### config.mk
export PLATFORM = sky130hd
export DESIGN_NAME = slt_cell
export DESIGN_NICKNAME = d
export VERILOG_FILES = /design/src/hw/rtl/slt_pkg.sv /design/src/hw/rtl/slt_cell.sv
export SDC_FILE = /design/constraint.sdc
export NUM_CORES = 1
export LEC_CHECK = 0
export BUFFER_PORTS_ARGS = -buffer_cell sky130_fd_sc_hd__buf_2
export CAP_MARGIN = 20
export CORE_MARGIN = 2
export CORE_UTILIZATION = 40
export DETAILED_ROUTE_END_ITERATION = 8
export PLACE_DENSITY = 0.73
export SLEW_MARGIN = 20
export SYNTH_ARGS = -nofsm -noshare
export SYNTH_HDL_FRONTEND = slang
export SYNTH_SLANG_ARGS = --single-unit
### constraint.sdc
create_clock -name clk -period 4.5 [get_ports clk]
set_clock_uncertainty 0.05 [all_clocks]
set_input_delay 0.45 -clock clk [delete_from_list [all_inputs] [get_ports clk]]
set_output_delay 0.45 -clock clk [all_outputs]
set_load 0.02 [all_outputs]
### src/hw/rtl/slt_pkg.sv
// ----------------------------------------------------------------------------
// Sorted list table package
// Shared constants, command and status codes, and the control word that the
// top level sends along the row of cells.
// ----------------------------------------------------------------------------
package slt_pkg;

    localparam int DEF_CAPACITY    = 64;
    localparam int DEF_VALUE_WIDTH = 32;

    localparam int IN_DATA_W  = 32;
    localparam int IN_USER_W  = 2;
    localparam int OUT_DATA_W = 80;

    typedef enum logic [1:0] {
        CMD_INSERT = 2'd0,
        CMD_DELETE = 2'd1,
        CMD_SEARCH = 2'd2,
        CMD_CLEAR  = 2'd3
    } cmd_t;

    typedef enum logic [1:0] {
        ST_OK        = 2'd0,
        ST_NOT_FOUND = 2'd1,
        ST_EMPTY     = 2'd2,
        ST_FULL      = 2'd3
    } status_t;

    typedef struct packed {
        logic cmp_en;
        logic ins_en;
        logic del_en;
        logic clr_en;
    } cell_ctrl_t;

endpackage

### src/hw/rtl/slt_cell.sv
// ----------------------------------------------------------------------------
// Sorted list table cell
// Holds one entry and its occupancy, compares it with the search value and
// takes a new entry from the command, the left neighbour or the right one.
// ----------------------------------------------------------------------------
module slt_cell #(
    parameter int VALUE_WIDTH = slt_pkg::DEF_VALUE_WIDTH
) (
    input  logic                   clk,
    input  logic                   rst_n,
    input  slt_pkg::cell_ctrl_t    ctrl,
    input  logic [VALUE_WIDTH-1:0] value,
    input  logic [VALUE_WIDTH-1:0] left_entry,
    input  logic                   left_valid,
    input  logic                   left_lt,
    input  logic [VALUE_WIDTH-1:0] right_entry,
    input  logic                   right_valid,
    output logic [VALUE_WIDTH-1:0] entry,
    output logic                   valid,
    output logic                   lt,
    output logic                   hit
);

    logic [VALUE_WIDTH-1:0] entry_reg;
    logic [VALUE_WIDTH-1:0] entry_next;
    logic                   valid_reg;
    logic                   valid_next;
    logic                   lt_reg;
    logic                   eq_reg;

    always_comb
    begin
        entry_next = entry_reg;
        valid_next = valid_reg;
        if (ctrl.clr_en)
        begin
            valid_next = 1'b0;
        end
        else if (ctrl.ins_en && !lt_reg)
        begin
            if (left_lt)
            begin
                entry_next = value;
                valid_next = 1'b1;
            end
            else
            begin
                entry_next = left_entry;
                valid_next = left_valid;
            end
        end
        else if (ctrl.del_en && !lt_reg)
        begin
            entry_next = right_entry;
            valid_next = right_valid;
        end
    end

    always_ff @(posedge clk or negedge rst_n)
    begin
        if (!rst_n)
        begin
            valid_reg <= 1'b0;
            lt_reg    <= 1'b0;
            eq_reg    <= 1'b0;
        end
        else
        begin
            valid_reg <= valid_next;
            if (ctrl.cmp_en)
            begin
                lt_reg <= valid_reg && (entry_reg < value);
                eq_reg <= valid_reg && (entry_reg == value);
            end
        end
    end

    always_ff @(posedge clk)
    begin
        entry_reg <= entry_next;
    end

    assign entry = entry_reg;
    assign valid = valid_reg;
    assign lt    = lt_reg;
    assign hit   = eq_reg && left_lt;

endmodule

# == Yosys cells after proc, flatten, opt, wreduce, memory -nomap -nowiden ==
# Cells that the tools add are included.
# word_totals
regBits,35
latchBits,0
mem_bits_rw,0
mem_bits_ro,0
input_bits,105
out_inout_bits,35
wordCells,23
mem_count,0
# classes
add_sub_neg,0
mul,0
n_div,0
magnitude_cmp,1
n_eq_ne,1
shift,0
mux,7
bitwise,1
reduce_logical,9
# ops
operator,n
32-bit 2-to-1 mux,3
32-bit equality test,1
32-bit < comparator,1
1-bit logical AND,5
1-bit 2-to-1 mux,4
3-bit nonzero test,1
2-bit AND reduction,1
2-bit nonzero test,1
1-bit zero test,1
1-bit inverter,1

# == Logic depth before layout (Yosys ltp) ==
# logic_depth
depth_word,5
mapped_depth,7
depth_no_buf,7

# == Worst setup path before layout ==
# Ideal clock, no wire load.
# synth_timing
kind,flip-flop to flip-flop
start,register lt_reg (netlist: lt)
end,register entry_reg[0] (netlist: entry[0]) (enable)
setup_time_ns,0.461
arrival_ns,2.763
slack_ns,1.226
stages_incl_launch_ff,2
n_path_buf,0
path_cell_list,dfrtp_1 > nor3_1
# synth_via
elab_chain_len,4
word_cells_on_any_way,5
cone_classes,reduce/logical: 5
# synth_lines
element,line_no,text
from (decl),slt_cell.sv:28,logic lt_reg;
from (signal assigned),slt_cell.sv:72,lt_reg <= valid_reg && (entry_reg < value);
1-bit zero test (*),"slt_cell.sv:39, slt_cell.sv:52",
1-bit logical AND (on tied branches),"slt_cell.sv:39, slt_cell.sv:52",
2-bit nonzero test (no line) (*),-,
2-bit AND reduction (no line) (*),-,
to (signal assigned),slt_cell.sv:80,entry_reg <= entry_next;
to (decl),slt_cell.sv:24,logic [VALUE_WIDTH-1:0] entry_reg;
# Every way passes the cells marked *; elsewhere a longest branch is shown, timed or not.
# A chain may end at the register's enable or synchronous reset.

# == Final worst setup path ==
# layout_timing
start,input left_lt
end,output hit
# layout_via
elab_chain_len,1
# layout_lines
element,line_no,text
from (decl),slt_cell.sv:15,"input logic left_lt,"
1-bit logical AND,slt_cell.sv:86,assign hit = eq_reg && left_lt;
to (decl),slt_cell.sv:21,output logic hit
# Every way passes these cells.

==> impl_metrics.ini <==
[outcome]
status = complete, no violations

[power_and_ir_drop]
power_density_mw_per_mm2 = 289.4
finalPower_mw = 1.003
ir_drop_mv = 0.1695
power_leakage_nw = 1.830

[grt]
grt_pass1_wl_um = 10450
met3_usage_pct = 4.228
grt-ovfl-total = 0
antenna_found_initial = 0
track_usage_pct = 18.12
first_global_vias = 2362
grt_max_degree = 65
met2_usage_pct = 31.46
top_usage_layer = met2
met1_usage_pct = 22.60

[yosys]
synth_nets = 407
synth_async_sr_flop_share_pct = 8.571
ys_warn_count = 0
yosysSeqAreaShare_pct = 40.25
ys.flop_type = edfxtp_1
yosysTopAreaCellShare_pct = 37.34
synth_area_leaders = edfxtp_1, ha_1, mux2i_1, o21ai_0, nand2_1
avgSynthCellArea_sq_um = 9.532
ys_ff_latch = 35
syn_area_sq_mm = 0.002574
synth_edf_count = 32
yosysTopAreaCell = edfxtp_1
synth_cells = 270
synthDistinctLibCells = 31

[clocking]
cts_root_buf = clkbuf_8
cts_setup_buffers = 0
cts_made_buffers = 5
cts_tree = built
clk_pin_slew_ps = 70
post_cts_resized = 0
clk_latency_ps = 280
clockBufferDepth = 2
h-tree-depth = 2
cts.sinks = 35

[setup_path]
critPathBufInv = 2
crit_chain = buf_2, and2_1, buf_2
crit_family = buffers and inverters
startpoint_type = primary input
max_stage_delay_ps = 750
critPathMaxFanout = 34
crit_path_frequent_cell = buf_2
worstRegToRegCells = 2
r2r-end = entry[20]$_DFFE_PP_
r2r-start = lt$_DFFE_PN0P_
slowest_stage = buf_2
critical_path_class = in -> out
end_kind = output pin
critical_path_required_ps = 4000
reg2reg_setup_slack_ps = 2460
crit_arrival_ps = 1600

[placed_design]
gp_congestion = 0.7948
hpwl_um = 5218
postPlaceCellArea_sq_mm = 0.003332
io_buffers = 139

[timing]
finalHoldViolations = 0
maxSlewHeadroom_pct = 32.84
period_needed_ps = 2097
worst_pin_slew_ps = 1007
fin_tns_setup_ps = 0
whs_ps = 297.3
drv_slew = 0
rsz0062_at_grt = false
fin_crit_sh_pct = 46.60
setup_violations = 0
fmax_mhz = 476.9

[finish]
largest_reg_flops = 32
areaGrowthSynthToFinish_pct = 34.61
drive_gt1_share_pct = 37.25
final_area_sq_mm = 0.003465
antenna_cells = 0
nets = 544

[die]
die_x_um = 84.22
io-pin-count = 140
num_rows = 29
initial_core_util_pct = 41.00
coreArea_sq_mm = 0.006277
dieArea_sq_mm = 0.007092
die-height_um = 84.22

[route]
wl_per_cell_um = 13.39
drt.antenna.violating_nets = 0
drt-total-wl_um = 6496
num_vias = 2363
drc = 0
first_iter_violations = 49
dr.pass1.iters = 5
vias_per_cell = 4.872

[job]
drv_cap = 0

[worst_hold_path]
min_to = valid$_DFFE_PN0P_
holdPathStages = 2
hold_path.class = in -> reg
min-delay-start = ctrl[0]
==> cells in the final DEF, fill, tap and decap left out, types with 2 or more instances in the layout <==
cell type | Yosys | final
a21oi_1 | 13 | 13
dfrtp_1 | 3 | 3
nor2_1 | 8 | 8
nor3_2 | 1 | 2
o21ai_0 | 34 | 34
and2_1 | 2 | 2
mux2i_1 | 32 | 32
edfxtp_1 | 32 | 32
a21o_1 | 3 | 3
inv_1 | 33 | 33
clkbuf_8 | 0 | 6
nand2_1 | 40 | 40
nand4_1 | 6 | 6
ha_1 | 32 | 32
nand3_1 | 4 | 4
buf_2 | 6 | 139
==> per-layer routing <==
metal  part of all wire [%]  wire length [um]
met5                      0                 0
met2                     48              3138
met4                   0.80                52
met3                    6.0               392
met1                     45              2913
==> kinds of logic after synthesis <==
family | Yosys count | synth area share (%)
buffers and inverters | 44 | 6.709
muxes | 32 | 12.45
DFF | 35 | 40.25
and+or+nand+nor | 67 | 11.52
AOI/OAI and AO/OA | 60 | 13.52
adders and majority gates | 32 | 15.56
==> metrics by stage <==
stage,utilization [%],instances,setup WS [ps]
6_report,55.19,485,2403
3_3_place_gp,53.08,476,2381
3_5_place_dp,53.08,476,2304
5_1_grt,55.19,485,2304
2_1_floorplan,-,270,1226
4_1_cts,55.11,485,2379
==> power by group <==
| group | internal [mW] | switching, mW |
|---|---|---|
| combinational | 0.120 | 0.166 |
| sequential | 0.400 | 0.0181 |
| clock | 0.179 | 0.120 |
| total | 0.699 | 0.304 |
==> how the worst max path moves through the flow <==
stage          cells after the start                  end      startpoint  slack, ps
2_1_floorplan                      1   entry[0]$_DFFE_PP_  lt$_DFFE_PN0P_       1230
3_3_place_gp                       8       lt$_DFFE_PN0P_       value[14]       2380
3_5_place_dp                       4  entry[10]$_DFFE_PP_         ctrl[2]       2300
4_1_cts                            3                  hit         left_lt       2380
5_1_grt                            3                  hit         left_lt       2300
6_report                           3                  hit         left_lt       2400
==> synth_stat cells (all sizes together), types with 4 or more instances <==
cell,number
ha,32
clkbuf,5
o21ai,34
edfxtp,32
nand3,4
buf,6
mux2i,32
nor2,8
nand2,40
inv,33
nand4,6
a21oi,13
==> area by class of cell <==
cell class              instances  area (sq um)
clock buffers                   6         82.58
clock inverters                 2         35.03
fillers                       601          2813
inverters                      33         123.9
multi-input cells             191          1378
flip-flops and latches         35          1036
well taps                      77         96.34
repair buffers                141         713.2
==> repair_timing <==
item	4_1_cts	5_1_grt
hold endpoints to repair	3	0
setup endpoints to repair	0	0
hold buffers	1	0
(Power assumes the default switching activity.)
